<file path="src/hw/rtl/bmpd_pkg.sv">
// Package for the BMP texture decoder: size limits, derived widths, result
// codes and the pixel request record passed from the parser to the output stage.
// No dependencies.
package bmpd_pkg;

    localparam int MAX_WIDTH  = 2048;
    localparam int MAX_HEIGHT = 2048;

    // Dimension registers hold values up to the limit itself.
    localparam int WDIM_W = $clog2(MAX_WIDTH + 1);
    localparam int HDIM_W = $clog2(MAX_HEIGHT + 1);

    localparam int COORD_W   = 11;
    localparam int CHAN_W    = 8;
    localparam int TBL_DEPTH = 256;
    localparam int TBL_AW    = $clog2(TBL_DEPTH);

    localparam logic [1:0] ERR_NONE   = 2'd0;
    localparam logic [1:0] ERR_HEADER = 2'd1;
    localparam logic [1:0] ERR_TYPE   = 2'd2;
    localparam logic [1:0] ERR_SIZE   = 2'd3;

    localparam logic FMT_LUM_ALPHA = 1'b0;
    localparam logic FMT_RGBA      = 1'b1;

    typedef struct packed {
        logic [1:0]         error_code;
        logic               lookup;       // color comes from the intensity table
        logic               pixel_format;
        logic [CHAN_W-1:0]  red;
        logic [CHAN_W-1:0]  green;
        logic [CHAN_W-1:0]  blue;
        logic [CHAN_W-1:0]  alpha;
        logic [COORD_W-1:0] column;
        logic [COORD_W-1:0] row;
        logic               last_pixel;
    } bmpd_req_t;

endpackage

</file>
<file path="src/hw/rtl/bmpd_ram.sv">
// Generic single-clock RAM with one write port and one registered read port.
// No dependencies.
module bmpd_ram #(
    parameter int DATA_W = 8,
    parameter int DEPTH = 256,
    localparam int ADDR_W = $clog2(DEPTH)
) (
    input  logic              aclk,
    input  logic              wr_en,
    input  logic [ADDR_W-1:0] wr_addr,
    input  logic [DATA_W-1:0] wr_data,
    input  logic              rd_en,
    input  logic [ADDR_W-1:0] rd_addr,
    output logic [DATA_W-1:0] rd_data
);

    logic [DATA_W-1:0] mem [DEPTH];
    logic [DATA_W-1:0] rd_data_reg;

    always_ff @(posedge aclk) begin
        if (wr_en) begin
            mem[wr_addr] <= wr_data;
        end
        if (rd_en) begin
            rd_data_reg <= mem[rd_addr];
        end
    end

    assign rd_data = rd_data_reg;

endmodule

</file>
<file path="src/hw/rtl/bmpd_parser.sv">
// Byte parser of the BMP texture decoder: header capture and check, palette to
// intensity table writes, row padding and pixel position tracking.
// Depends on bmpd_pkg.
module bmpd_parser (
    input  logic                       aclk,
    input  logic                       aresetn,
    input  logic                       s_valid,
    input  logic                       s_ready,
    input  logic [7:0]                 s_file_byte,
    input  logic                       s_start_of_file,
    input  logic                       use_luminance,
    output logic                       req_valid,
    output bmpd_pkg::bmpd_req_t        req,
    output logic                       tbl_wr_en,
    output logic [bmpd_pkg::TBL_AW-1:0] tbl_wr_addr,
    output logic [bmpd_pkg::CHAN_W-1:0] tbl_wr_data,
    output logic                       tbl_rd_en,
    output logic [bmpd_pkg::TBL_AW-1:0] tbl_rd_addr
);

    typedef enum logic [2:0] {
        PH_IDLE,
        PH_HEADER,
        PH_PALETTE,
        PH_PIXELS,
        PH_PAD,
        PH_DONE
    } phase_t;

    localparam int WDIM_W = bmpd_pkg::WDIM_W;
    localparam int HDIM_W = bmpd_pkg::HDIM_W;

    localparam int HDR_LEN  = 54;
    localparam int HDR_KEEP = 30;   // bytes 0..29 hold every checked field
    localparam int PAL_LEN  = 1024;

    localparam int OFS_SIG0   = 0;
    localparam int OFS_SIG1   = 1;
    localparam int OFS_DATA   = 10;
    localparam int OFS_INFO   = 14;
    localparam int OFS_WIDTH  = 18;
    localparam int OFS_HEIGHT = 22;
    localparam int OFS_PLANES = 26;
    localparam int OFS_BPP    = 28;

    localparam logic [7:0]  SIG_B        = 8'h42;
    localparam logic [7:0]  SIG_M        = 8'h4d;
    localparam logic [31:0] INFO_SIZE    = 32'h28;
    localparam logic [15:0] PLANES_ONE   = 16'd1;
    localparam logic [31:0] DATA_OFS_PAL = 32'h436;
    localparam logic [31:0] DATA_OFS_RGB = 32'h36;
    localparam logic [15:0] BPP_PAL      = 16'd8;
    localparam logic [15:0] BPP_RGB      = 16'd24;
    localparam logic [7:0]  ALPHA_KEY    = 8'd5;
    localparam logic [7:0]  ALPHA_ON     = 8'd255;

    // x / 3 for x <= 765 equals (x * 683) >> 11.
    localparam logic [9:0] DIV3_MUL   = 10'd683;
    localparam int         DIV3_SHIFT = 11;

    phase_t                  phase_reg, phase_next;
    logic [9:0]              cnt_reg, cnt_next;
    logic [HDR_KEEP*8-1:0]   hdr_reg, hdr_next;
    logic [9:0]              sum_reg, sum_next;
    logic [WDIM_W-1:0]       col_reg, col_next;
    logic [HDIM_W-1:0]       row_reg, row_next;
    logic [1:0]              pad_cnt_reg, pad_cnt_next;
    logic [1:0]              pad_len_reg, pad_len_next;
    logic [15:0]             part_reg, part_next;
    logic                    mode24_reg, mode24_next;
    logic                    topdown_reg, topdown_next;
    logic                    empty_reg, empty_next;
    logic [WDIM_W-1:0]       width_reg, width_next;
    logic [HDIM_W-1:0]       height_reg, height_next;

    logic        accept;
    phase_t      ph;
    logic [9:0]  cnt;

    logic [31:0] hdr_offset, hdr_info, hdr_width, hdr_height, h_mag;
    logic [15:0] hdr_planes, hdr_bpp;
    logic        hdr_ok, type_pal, type_rgb, too_big;
    logic [1:0]  row_bytes_lo;

    logic [9:0]  sum_total;
    logic [19:0] div_prod;

    logic              col_last, row_last, pix_last;
    logic [HDIM_W-1:0] row_img;
    logic [31:0]       col_wide, row_wide;
    logic [7:0]        alpha24;

    assign accept = s_valid && s_ready;

    assign hdr_offset = hdr_reg[OFS_DATA*8 +: 32];
    assign hdr_info   = hdr_reg[OFS_INFO*8 +: 32];
    assign hdr_width  = hdr_reg[OFS_WIDTH*8 +: 32];
    assign hdr_height = hdr_reg[OFS_HEIGHT*8 +: 32];
    assign hdr_planes = hdr_reg[OFS_PLANES*8 +: 16];
    assign hdr_bpp    = hdr_reg[OFS_BPP*8 +: 16];

    // A negative height marks a top-down file; its magnitude is the row count.
    assign h_mag = hdr_height[31] ? (32'd0 - hdr_height) : hdr_height;

    assign hdr_ok = (hdr_reg[OFS_SIG0*8 +: 8] == SIG_B) && (hdr_reg[OFS_SIG1*8 +: 8] == SIG_M)
                    && (hdr_info == INFO_SIZE) && (hdr_planes == PLANES_ONE);
    assign type_pal = (hdr_offset == DATA_OFS_PAL) && (hdr_bpp == BPP_PAL);
    assign type_rgb = (hdr_offset == DATA_OFS_RGB) && (hdr_bpp == BPP_RGB);
    assign too_big  = (hdr_width > 32'(bmpd_pkg::MAX_WIDTH))
                      || (h_mag > 32'(bmpd_pkg::MAX_HEIGHT));
    assign row_bytes_lo = type_rgb ? 2'(hdr_width[1:0] * 2'd3) : hdr_width[1:0];

    assign sum_total = 10'(sum_reg + 10'(s_file_byte));
    assign div_prod  = sum_total * DIV3_MUL;

    assign col_last = (WDIM_W'(col_reg + 1'b1) == width_reg);
    assign row_last = (HDIM_W'(row_reg + 1'b1) == height_reg);
    assign pix_last = col_last && row_last;
    assign row_img  = topdown_reg ? row_reg : HDIM_W'(height_reg - 1'b1 - row_reg);
    assign col_wide = 32'(col_reg);
    assign row_wide = 32'(row_img);
    assign alpha24  = ((part_reg[7:0] > ALPHA_KEY) || (part_reg[15:8] > ALPHA_KEY)
                       || (s_file_byte > ALPHA_KEY)) ? ALPHA_ON : 8'd0;

    always_comb begin
        ph  = s_start_of_file ? PH_HEADER : phase_reg;
        cnt = s_start_of_file ? 10'd0 : cnt_reg;

        phase_next   = phase_reg;
        cnt_next     = cnt_reg;
        hdr_next     = hdr_reg;
        sum_next     = sum_reg;
        col_next     = col_reg;
        row_next     = row_reg;
        pad_cnt_next = pad_cnt_reg;
        pad_len_next = pad_len_reg;
        part_next    = part_reg;
        mode24_next  = mode24_reg;
        topdown_next = topdown_reg;
        empty_next   = empty_reg;
        width_next   = width_reg;
        height_next  = height_reg;

        req_valid   = 1'b0;
        req         = '0;
        tbl_wr_en   = 1'b0;
        tbl_wr_addr = cnt[9:2];
        tbl_wr_data = div_prod[DIV3_SHIFT +: 8];
        tbl_rd_en   = 1'b0;
        tbl_rd_addr = s_file_byte;

        if (accept) begin
            phase_next = ph;
            cnt_next   = cnt;
            unique case (ph)
                PH_HEADER: begin
                    if (cnt < 10'(HDR_KEEP)) begin
                        hdr_next = {s_file_byte, hdr_reg[HDR_KEEP*8-1:8]};
                    end
                    cnt_next = 10'(cnt + 1'b1);
                    if (cnt == 10'(HDR_LEN - 1)) begin
                        mode24_next  = type_rgb;
                        topdown_next = hdr_height[31];
                        width_next   = hdr_width[WDIM_W-1:0];
                        height_next  = h_mag[HDIM_W-1:0];
                        empty_next   = (hdr_width == 32'd0) || (h_mag == 32'd0);
                        pad_len_next = 2'd0 - row_bytes_lo;
                        col_next     = '0;
                        row_next     = '0;
                        cnt_next     = '0;
                        part_next    = '0;
                        sum_next     = '0;
                        if (!hdr_ok) begin
                            req_valid       = 1'b1;
                            req.error_code  = bmpd_pkg::ERR_HEADER;
                            phase_next      = PH_DONE;
                        end else if (!type_pal && !type_rgb) begin
                            req_valid       = 1'b1;
                            req.error_code  = bmpd_pkg::ERR_TYPE;
                            phase_next      = PH_DONE;
                        end else if (too_big) begin
                            req_valid       = 1'b1;
                            req.error_code  = bmpd_pkg::ERR_SIZE;
                            phase_next      = PH_DONE;
                        end else if (type_rgb) begin
                            phase_next = ((hdr_width == 32'd0) || (h_mag == 32'd0))
                                         ? PH_DONE : PH_PIXELS;
                        end else begin
                            phase_next = PH_PALETTE;
                        end
                    end
                end
                PH_PALETTE: begin
                    // Entries are blue, green, red, reserved.
                    case (cnt[1:0])
                        2'd0: sum_next = 10'(s_file_byte);
                        2'd1: sum_next = sum_total;
                        2'd2: begin
                            sum_next  = sum_total;
                            tbl_wr_en = 1'b1;
                        end
                        default: sum_next = sum_reg;
                    endcase
                    cnt_next = 10'(cnt + 1'b1);
                    if (cnt == 10'(PAL_LEN - 1)) begin
                        col_next   = '0;
                        row_next   = '0;
                        cnt_next   = '0;
                        part_next  = '0;
                        phase_next = empty_reg ? PH_DONE : PH_PIXELS;
                    end
                end
                PH_PIXELS: begin
                    if (mode24_reg && (cnt == 10'd0)) begin
                        part_next[7:0] = s_file_byte;
                        cnt_next       = 10'd1;
                    end else if (mode24_reg && (cnt == 10'd1)) begin
                        part_next[15:8] = s_file_byte;
                        cnt_next        = 10'd2;
                    end else begin
                        req_valid      = 1'b1;
                        req.error_code = bmpd_pkg::ERR_NONE;
                        req.column     = col_wide[bmpd_pkg::COORD_W-1:0];
                        req.row        = row_wide[bmpd_pkg::COORD_W-1:0];
                        req.last_pixel = pix_last;
                        if (mode24_reg) begin
                            req.pixel_format = bmpd_pkg::FMT_RGBA;
                            req.red          = s_file_byte;
                            req.green        = part_reg[15:8];
                            req.blue         = part_reg[7:0];
                            req.alpha        = alpha24;
                            cnt_next         = 10'd0;
                        end else begin
                            req.lookup       = 1'b1;
                            req.pixel_format = use_luminance ? bmpd_pkg::FMT_LUM_ALPHA
                                                             : bmpd_pkg::FMT_RGBA;
                            tbl_rd_en        = 1'b1;
                        end
                        if (col_last) begin
                            col_next = '0;
                            if (pix_last) begin
                                phase_next = PH_DONE;
                            end else if (pad_len_reg != 2'd0) begin
                                pad_cnt_next = pad_len_reg;
                                phase_next   = PH_PAD;
                            end else begin
                                row_next = HDIM_W'(row_reg + 1'b1);
                            end
                        end else begin
                            col_next = WDIM_W'(col_reg + 1'b1);
                        end
                    end
                end
                PH_PAD: begin
                    pad_cnt_next = 2'(pad_cnt_reg - 1'b1);
                    if (pad_cnt_reg == 2'd1) begin
                        row_next   = HDIM_W'(row_reg + 1'b1);
                        phase_next = PH_PIXELS;
                        cnt_next   = '0;
                    end
                end
                PH_IDLE, PH_DONE: begin
                    phase_next = ph;
                end
                default: begin
                    phase_next = PH_IDLE;
                end
            endcase
        end
    end

    always_ff @(posedge aclk) begin
        if (!aresetn) begin
            phase_reg   <= PH_IDLE;
            cnt_reg     <= '0;
            sum_reg     <= '0;
            col_reg     <= '0;
            row_reg     <= '0;
            pad_cnt_reg <= '0;
            part_reg    <= '0;
            mode24_reg  <= 1'b0;
            topdown_reg <= 1'b0;
        end else begin
            phase_reg   <= phase_next;
            cnt_reg     <= cnt_next;
            sum_reg     <= sum_next;
            col_reg     <= col_next;
            row_reg     <= row_next;
            pad_cnt_reg <= pad_cnt_next;
            part_reg    <= part_next;
            mode24_reg  <= mode24_next;
            topdown_reg <= topdown_next;
        end
        hdr_reg     <= hdr_next;
        pad_len_reg <= pad_len_next;
        empty_reg   <= empty_next;
        width_reg   <= width_next;
        height_reg  <= height_next;
    end

    a_tbl_port_exclusive: assert property (@(posedge aclk) disable iff (!aresetn)
        !(tbl_wr_en && tbl_rd_en))
        else $error("intensity table written and read in the same cycle");

    a_req_on_accept: assert property (@(posedge aclk) disable iff (!aresetn)
        req_valid |-> (s_valid && s_ready))
        else $error("result item raised without an accepted byte");

    a_pad_nonzero: assert property (@(posedge aclk) disable iff (!aresetn)
        (phase_reg == PH_PAD) |-> (pad_cnt_reg != 2'd0))
        else $error("padding phase entered with nothing to skip");

endmodule

</file>
<file path="src/hw/rtl/bmpd_out.sv">
// Output stage of the BMP texture decoder: holds a request while the table read
// completes, then fills the color channels into the output register.
// Depends on bmpd_pkg.
module bmpd_out (
    input  logic                        aclk,
    input  logic                        aresetn,
    input  logic                        req_valid,
    input  bmpd_pkg::bmpd_req_t         req,
    input  logic [bmpd_pkg::CHAN_W-1:0] tbl_rd_data,
    output logic                        s_ready,
    output logic                        m_valid,
    input  logic                        m_ready,
    output logic                        m_pixel_format,
    output logic [7:0]                  m_red,
    output logic [7:0]                  m_green,
    output logic [7:0]                  m_blue,
    output logic [7:0]                  m_alpha,
    output logic [10:0]                 m_column,
    output logic [10:0]                 m_row,
    output logic                        m_last_pixel,
    output logic [1:0]                  m_error_code
);

    logic                a_valid_reg;
    bmpd_pkg::bmpd_req_t a_req_reg;
    logic                m_valid_reg;
    bmpd_pkg::bmpd_req_t m_req_reg, m_req_next;
    logic                out_load;

    assign out_load = !m_valid_reg || m_ready;
    // The table data registered at accept stays put until the next lookup,
    // which can only be accepted as this item moves on.
    assign s_ready  = !a_valid_reg || out_load;

    always_comb begin
        m_req_next = a_req_reg;
        if (a_req_reg.lookup) begin
            m_req_next.red   = tbl_rd_data;
            m_req_next.alpha = tbl_rd_data;
            if (a_req_reg.pixel_format == bmpd_pkg::FMT_RGBA) begin
                m_req_next.green = tbl_rd_data;
                m_req_next.blue  = tbl_rd_data;
            end else begin
                m_req_next.green = '0;
                m_req_next.blue  = '0;
            end
        end
    end

    always_ff @(posedge aclk) begin
        if (!aresetn) begin
            a_valid_reg <= 1'b0;
            m_valid_reg <= 1'b0;
        end else begin
            if (s_ready) begin
                a_valid_reg <= req_valid;
            end
            if (out_load) begin
                m_valid_reg <= a_valid_reg;
            end
        end
        if (s_ready && req_valid) begin
            a_req_reg <= req;
        end
        if (out_load && a_valid_reg) begin
            m_req_reg <= m_req_next;
        end
    end

    assign m_valid        = m_valid_reg;
    assign m_pixel_format = m_req_reg.pixel_format;
    assign m_red          = m_req_reg.red;
    assign m_green        = m_req_reg.green;
    assign m_blue         = m_req_reg.blue;
    assign m_alpha        = m_req_reg.alpha;
    assign m_column       = m_req_reg.column;
    assign m_row          = m_req_reg.row;
    assign m_last_pixel   = m_req_reg.last_pixel;
    assign m_error_code   = m_req_reg.error_code;

    a_error_fields_clear: assert property (@(posedge aclk) disable iff (!aresetn)
        (m_valid && (m_error_code != bmpd_pkg::ERR_NONE)) |->
            (m_red == 8'd0 && m_green == 8'd0 && m_blue == 8'd0 && m_alpha == 8'd0
             && m_column == 11'd0 && m_row == 11'd0 && !m_last_pixel && !m_pixel_format))
        else $error("error item carries pixel data");

endmodule

</file>
<file path="src/hw/rtl/bmp_texture_decoder.sv">
// BMP texture decoder, top level: parser, intensity table RAM and output stage.
// A pixel item is held in a_req_reg, then in m_req_reg, before it is valid at m_valid.
// Throughput: one file byte per cycle; the only stall comes from m_ready backpressure.
// Reset (synchronous, aresetn low) idles the parser until start_of_file and sets
// use_luminance to 1; the intensity table is not cleared, every palette rewrites it.
// Depends on bmpd_pkg, bmpd_ram, bmpd_parser and bmpd_out.
module bmp_texture_decoder (
    input  logic        aclk,
    input  logic        aresetn,
    input  logic        cfg_wr_en,
    input  logic        cfg_wr_data,
    input  logic        s_valid,
    output logic        s_ready,
    input  logic [7:0]  s_file_byte,
    input  logic        s_start_of_file,
    output logic        m_valid,
    input  logic        m_ready,
    output logic        m_pixel_format,
    output logic [7:0]  m_red,
    output logic [7:0]  m_green,
    output logic [7:0]  m_blue,
    output logic [7:0]  m_alpha,
    output logic [10:0] m_column,
    output logic [10:0] m_row,
    output logic        m_last_pixel,
    output logic [1:0]  m_error_code
);

    logic                        use_lum_reg;
    logic                        req_valid;
    bmpd_pkg::bmpd_req_t         req;
    logic                        tbl_wr_en;
    logic [bmpd_pkg::TBL_AW-1:0] tbl_wr_addr;
    logic [bmpd_pkg::CHAN_W-1:0] tbl_wr_data;
    logic                        tbl_rd_en;
    logic [bmpd_pkg::TBL_AW-1:0] tbl_rd_addr;
    logic [bmpd_pkg::CHAN_W-1:0] tbl_rd_data;

    always_ff @(posedge aclk) begin
        if (!aresetn) begin
            use_lum_reg <= 1'b1;
        end else if (cfg_wr_en) begin
            use_lum_reg <= cfg_wr_data;
        end
    end

    bmpd_parser u_parser (
        .aclk            (aclk),
        .aresetn         (aresetn),
        .s_valid         (s_valid),
        .s_ready         (s_ready),
        .s_file_byte     (s_file_byte),
        .s_start_of_file (s_start_of_file),
        .use_luminance   (use_lum_reg),
        .req_valid       (req_valid),
        .req             (req),
        .tbl_wr_en       (tbl_wr_en),
        .tbl_wr_addr     (tbl_wr_addr),
        .tbl_wr_data     (tbl_wr_data),
        .tbl_rd_en       (tbl_rd_en),
        .tbl_rd_addr     (tbl_rd_addr)
    );

    bmpd_ram #(
        .DATA_W (bmpd_pkg::CHAN_W),
        .DEPTH  (bmpd_pkg::TBL_DEPTH)
    ) u_intensity_ram (
        .aclk    (aclk),
        .wr_en   (tbl_wr_en),
        .wr_addr (tbl_wr_addr),
        .wr_data (tbl_wr_data),
        .rd_en   (tbl_rd_en),
        .rd_addr (tbl_rd_addr),
        .rd_data (tbl_rd_data)
    );

    bmpd_out u_out (
        .aclk           (aclk),
        .aresetn        (aresetn),
        .req_valid      (req_valid),
        .req            (req),
        .tbl_rd_data    (tbl_rd_data),
        .s_ready        (s_ready),
        .m_valid        (m_valid),
        .m_ready        (m_ready),
        .m_pixel_format (m_pixel_format),
        .m_red          (m_red),
        .m_green        (m_green),
        .m_blue         (m_blue),
        .m_alpha        (m_alpha),
        .m_column       (m_column),
        .m_row          (m_row),
        .m_last_pixel   (m_last_pixel),
        .m_error_code   (m_error_code)
    );

endmodule
</file>
<file path="config.mk">
export PLATFORM = sky130hd
export DESIGN_NAME = bmp_texture_decoder
export DESIGN_NICKNAME = d
export VERILOG_FILES = /design/src/hw/rtl/bmpd_pkg.sv /design/src/hw/rtl/bmpd_ram.sv /design/src/hw/rtl/bmpd_parser.sv /design/src/hw/rtl/bmpd_out.sv /design/src/hw/rtl/bmp_texture_decoder.sv
export SDC_FILE = /design/constraint.sdc
export NUM_CORES = 2
export LEC_CHECK = 0
export ABC_CLOCK_PERIOD_IN_PS = 29500
export BUFFER_PORTS_ARGS = -buffer_cell sky130_fd_sc_hd__buf_4
export CAP_MARGIN = 30
export CORE_UTILIZATION = 35
export DETAILED_ROUTE_END_ITERATION = 16
export GPL_TIMING_DRIVEN = 0
export PLACE_DENSITY_LB_ADDON = 0.2
export SYNTH_ARGS = -nofsm -noshare
export SYNTH_HDL_FRONTEND = slang
export SYNTH_SLANG_ARGS = --single-unit
</file>
<file path="constraint.sdc">
create_clock -name aclk -period 29.5 [get_ports aclk]
set_input_delay 5.9 -clock aclk [delete_from_list [all_inputs] [get_ports aclk]]
set_output_delay 5.9 -clock aclk [all_outputs]
set_load 0.01 [all_outputs]
</file>
== Word level (Yosys, flattened, before mapping) ==
Memory sizes are Yosys's and may differ from the RTL's. A register that Yosys moved wholly into a read port is not among the register bits.
Index checks and enable logic that the tools add are counted.

* Muxes and demuxes: 86
* Eq/ne operators: 33
* Bitwise operators: 3
* Reduce and logical (&&, ||, !) cells: 44
* Multipliers: 2
* $add $sub $neg: 9
* $lt $le $gt $ge: 6

{| class="wikitable"
|+ Operators by type and width
! operator !! count
|-
| 2-to-1 mux 12 bit || 11
|-
| 2-to-1 mux 32 bit || 3
|-
| 2-to-1 mux 10 bit || 8
|-
| equality test 32 x 6 -> 1 bit (second input constant) || 2
|-
| > comparator 32 x 12 -> 1 bit (second input constant) || 2
|-
| zero test 32 bit || 2
|-
| 2-to-1 mux 59 bit || 1
|-
| 2-to-1 mux 57 bit || 1
|-
| 2-to-1 mux 16 bit || 3
|-
| one-hot mux 12 bit (4 select lines) || 1
|-
| one-hot mux 16 bit (3 select lines) || 1
|-
| 2-to-1 mux 3 bit || 15
|-
| one-hot mux 10 bit (2 select lines) || 2
|-
| one-hot mux 10 bit (4 select lines) || 1
|-
| one-hot mux 12 bit (3 select lines) || 1
|-
| equality test 32 x 11 -> 1 bit (second input constant) || 1
|-
| 2-to-1 mux 8 bit || 4
|-
| subtractor 1 x 32 -> 32 bit (first input constant) || 1
|-
| adder 12 x 1 -> 12 bit (second input constant) || 2
|-
| equality test 12 bit || 2
|-
| > comparator 8 x 3 -> 1 bit (second input constant) || 3
|-
| 2-to-1 mux 2 bit || 10
|-
| multiplier 10 x 10 -> 19 bit (second input constant) || 1
|-
| 2-to-1 mux 1 bit || 19
|-
| 46 further kinds || 86
|}

* Logic and storage cells: 221
* Input bits: 15
* Register bits: 454
* RAM bits: 2048
* Output and inout bits: 60
* Memories: 1

{| class="wikitable"
|+ Memory list
! memory !! words !! width !! read ports !! clocked after memory_dff !! wr ports !! line !! source
|-
| u_intensity_ram.mem || 256 || 8 || 1 || 1 || 1 || bmpd_ram.sv:17 || <nowiki>logic [DATA_W-1:0] mem [DEPTH];</nowiki>
|}

== Longest topological paths before layout ==
* Word-level depth: 11
* Mapped depth: 24
* Gate-level depth less buffers: 24

== Cells and area by module ==
Synthesis repeated with hierarchy kept, for this count alone.

* Cell total of the unflattened synthesis: 5433
* Area, all modules: 100764.1 um2

{| class="wikitable"
|+ Modules (own cells, without submodules)
! module !! area an instance (um2) !! cells an instance !! times used !! sequential area each (um2)
|-
| bmpd_ram || 79636.4 || 3733 || 1 || 61739.2
|-
| bmpd_parser || 17102.7 || 1485 || 1 || 9328.9
|-
| bmpd_out || 3991.3 || 212 || 1 || 3553.4
|-
| bmp_texture_decoder || 33.8 || 3 || 1 || 20.0
|}

== Least setup slack after synthesis ==
No wires, ideal clock.

* Path kind: input port to flip-flop
* Start: input port s_start_of_file
* End: register u_parser.hdr_reg[0] (enable)
* Arrival time: 29110 ps
* Setup time: 1427 ps
* Path buffers: 1
* Required time: 28073 ps
* Stages on the path: 5
* Slack: -1037 ps
* Cells stage by stage: clkbuf_1 > nor3b_1 > nand3_1 > o21ai_0 > nor4_1

* Word-level cells in the longest chain between the ends: 3
* Elaborated cells on any way between the ends: 5
* Classes of those cells: 1 x order compare; 1 x eq/ne; 2 x mux; 1 x reduce/logical

{| class="wikitable"
|+ RTL lines
! element !! line !! source
|-
| from (decl) || bmp_texture_decoder.sv:15 || <nowiki>input logic s_start_of_file,</nowiki>
|-
| 2-to-1 mux 10 bit or 2-to-1 mux 3 bit (tied branches) || bmpd_parser.sv:127, bmpd_parser.sv:126 ||
|-
| < comparator 10 x 5 -> 1 bit or equality test 3 x 1 -> 1 bit (tied branches) || bmpd_parser.sv:157, bmpd_parser.sv:155 ||
|-
| AND reduction 3 bit (no source line) * || -- ||
|-
| to (signal assigned) || bmpd_parser.sv:294 || <nowiki>hdr_reg <= hdr_next;</nowiki>
|-
| to (decl) || bmpd_parser.sv:63 || <nowiki>logic [HDR_KEEP*8-1:0] hdr_reg, hdr_next;</nowiki>
|}

Every way passes the cells marked *; elsewhere a longest branch is shown, timed or not.
A chain may end at the register's enable or synchronous reset.

== Worst setup path in the final report ==
* Start: input port s_file_byte[0]
* End: memory u_intensity_ram.mem[183][7] (data pin)

* Word-level cells in the longest chain between the ends: 2

{| class="wikitable"
|+ RTL lines
! element !! line !! source
|-
| from (decl) || bmp_texture_decoder.sv:14 || <nowiki>input logic [7:0] s_file_byte,</nowiki>
|-
| adder 10 x 8 -> 10 bit || bmpd_parser.sv:113 || <nowiki>assign sum_total = 10'(sum_reg + 10'(s_file_byte));</nowiki>
|-
| multiplier 10 x 10 -> 19 bit || bmpd_parser.sv:114 || <nowiki>assign div_prod = sum_total * DIV3_MUL;</nowiki>
|-
| via tbl_wr_data (one bit) || bmp_texture_decoder.sv:34 || <nowiki>logic [bmpd_pkg::CHAN_W-1:0] tbl_wr_data;</nowiki>
|-
| to (decl) || bmpd_ram.sv:17 ||
|}

The timed path passes the listed nets, and every way through them passes these cells.

==> impl_metrics.toml <==
[status]
status = "complete, no violations"

[clock_tree]
clk_pin_slew_ns = 0.06
cts.sinks = 2502
clk_latency_ns = 0.92
post_cts_buffers = 0
cts_root_buffer = "clkbuf_16"
cts_tree = "done"
cts_max_level = 5
cts_resized = 0
numCtsBuffers = 278
cts_buffer_depth = 4
ctsHoldBuffers = 0

[route]
drt_wl_total_um = 335000
drtIter0Drc = 7456
drc_errors = 0
vias = 54853
vias_per_cell = 5.74
ant_nets = 0
wire_per_inst_um = 35.1
firstDrtPassIters = 6

[die]
die_h_um = 535
core_um2 = 283000
die_area_um2 = 286000
die_width_um = 535
ios = 75
start_util_pct = 35.2
rows = 195

[logic_synthesis]
ys_seq_elements = 2502
yosysWarningCount = 0
synth.top_cell.area_share_pct = 73.4
async_reset_ff_share_pct = 0
syn_area_um2 = 99500
yosysMostFrequentCell = "edfxtp_1"
synth_commonest_cells = "edfxtp_1, mux4_2, nor2_1"
yosys.area.top_type = "edfxtp_1"
syn_inst = 4966
synth_flop_cell = "edfxtp_1"
yosysSeqAreaShare_pct = 74.8
avgSynthCellArea_um2 = 20.0
synth.distinct_cells = 86
synth_edf_count = 2432
synthTopCellsByArea = "edfxtp_1, mux4_2, nor2_1, dfxtp_1, ha_1"
syn_nets = 5089

[global_route]
gr-total-overflow = 0
grt_pass1_vias = 53255
grt_use_total_pct = 23.2
grt_pass1_wl_um = 453000
antenna_found_initial = 31
grt_max_degree = 53

[job]
max_cap_violations = 0

[setup_path]
worst-path-buf-inv = 8
cp-start-kind = "input pin"
crit_path_max_incr_delay_ns = 0.63
end_kind = "register"
path_max_fanout = 24
worst-setup-path-type = "input pin to register"
crit_family = "adder cells"
cpMaxStageDelayCell = "o21ai_0"
critPathRequiredTime_ns = 30.23
arrival_ns = 14.47

[timing]
hold_viol = 0
rsz0062_at_grt = "false"
period_needed_ns = 13.74
max_freq_ghz = 0.0728
post-route-period-util_pct = 46.6
fin_tns_setup_ns = 0
relSlewSlack_pct = 26.0
setup_viol = 0
finClkSkew_ns = 0.0849
drv_slew = 0
tightest_slew_ns = 1.11

[placed_design]
portBuffers = 74
placed_area_um2 = 109000
hpwl_um = 232000
globalplace.congestion = 0.978

[worst_hold_path]
min-delay-path-class = "register to register"

[cells_and_area]
fin_nets = 5715
drive_gt1_share_pct = 26.6
area_growth_pct = 18.2
design_area_um2 = 118000
largest_reg_flops = 2048

[power]
p_clk_share_pct = 36.5
pwr-share-comb_pct = 15.1
p_switching_uw = 2490
internal-power_uw = 7020
p_seq_share_pct = 48.4
p_leak_uw = 0.0366
vdd_drop_max_mv = 0.0484
powerDensity_nw_per_um2 = 80.9
p_sw_share_pct = 26.2
[area by class of cell]
class / count / area (um^2)
Fill cell: 24842 / 165000
Sequential cell: 2502 / 74400
Multi-Input combinational cell: 2105 / 23700
Clock buffer: 334 / 7320
Tap cell: 3743 / 4680
Timing Repair Buffer: 346 / 4230
Clock inverter: 158 / 1640
Buffer: 258 / 1150
Inverter: 101 / 379
Antenna cell: 7 / 17.5
[stage by stage]
stage / utilization [%] / total power, uW / worst slack, ns / hold WS, ns / std cells
2_1_floorplan: - / 5530 / 9.15 / 0.400 / 4966
4_1_cts: 41.6 / 9540 / 15.78 / 0.379 / 9536
3_3_place_gp: 37.1 / 6360 / 0.173 / 0.400 / 8783
5_1_grt: 41.6 / 9750 / 15.25 / 0.386 / 9550
6_report: 41.6 / 9510 / 15.76 / 0.388 / 9554
3_5_place_dp: 38.4 / 6110 / 14.88 / 0.405 / 9044
[metal layers]
metal | wire [um] | share of wire (%) | vias to the layer above | global-route usage [%]
li1 | - | - | 21671 | -
met1 | 134000 | 40 | 29443 | 31.6
met2 | 149000 | 45 | 3118 | 35.2
met3 | 36100 | 11 | 611 | 6.45
met4 | 15900 | 4.8 | 10 | 9.24
met5 | 57 | 0.017 | - | 0
[layout by cell type, fill, tap and decap left out, types with 43 or more instances in the layout]
cell,instances
nor2_1,388
nor3_1,43
clkinv_1,61
buf_6,83
clkbuf_2,46
mux2i_1,95
clkinv_2,46
ha_1,86
clkbuf_1,165
buf_2,92
buf_4,137
buf_8,82
o21ai_0,74
clkbuf_16,285
a21oi_1,106
mux4_2,628
nand2_1,132
edfxtp_1,2432
inv_1,97
dfxtp_1,70
xnor2_1,45
[cell families (layout without fill, tap and decap cells)]
logic type                 after synthesis  after routing  share of synthesized area, %
AOI/OAI and AO/OA                      362            362                          2.32
xor gates and xnor gates                66             66                         0.581
adders and majority gates              108            108                          1.52
buffers and inverters                  359           1197                          1.46
DFF                                   2502           2502                          74.8
muxes                                  725            725                          15.2
other                                    0              7                             0
and+or+nand+nor                        844            844                          4.09
[final timing paths]
check	start	endpoint	slack, ns	depth (start not counted)
worst max-delay path	s_file_byte[0]	u_intensity_ram.mem[183][7]	15.76	31
worst min-delay path	u_out.a_req_reg[4]	u_out.m_row[3]	0.39	0
worst max register to register	u_parser.sum_reg[0]	u_intensity_ram.mem[183][7]	20.68	30
worst min register to register	u_out.a_req_reg[4]	u_out.m_row[3]	0.39	0
[power groups by stage]
stage	Sequential, uW	Clock (uW)	Combinational (uW)
CTS	4600	3500	1430
global route	4600	3630	1510
floorplan	5010	0	524
detailed placement	4680	0	1430
global placement	5360	0	1000
finish	4600	3470	1440
Power figures use the tool's default switching activity.
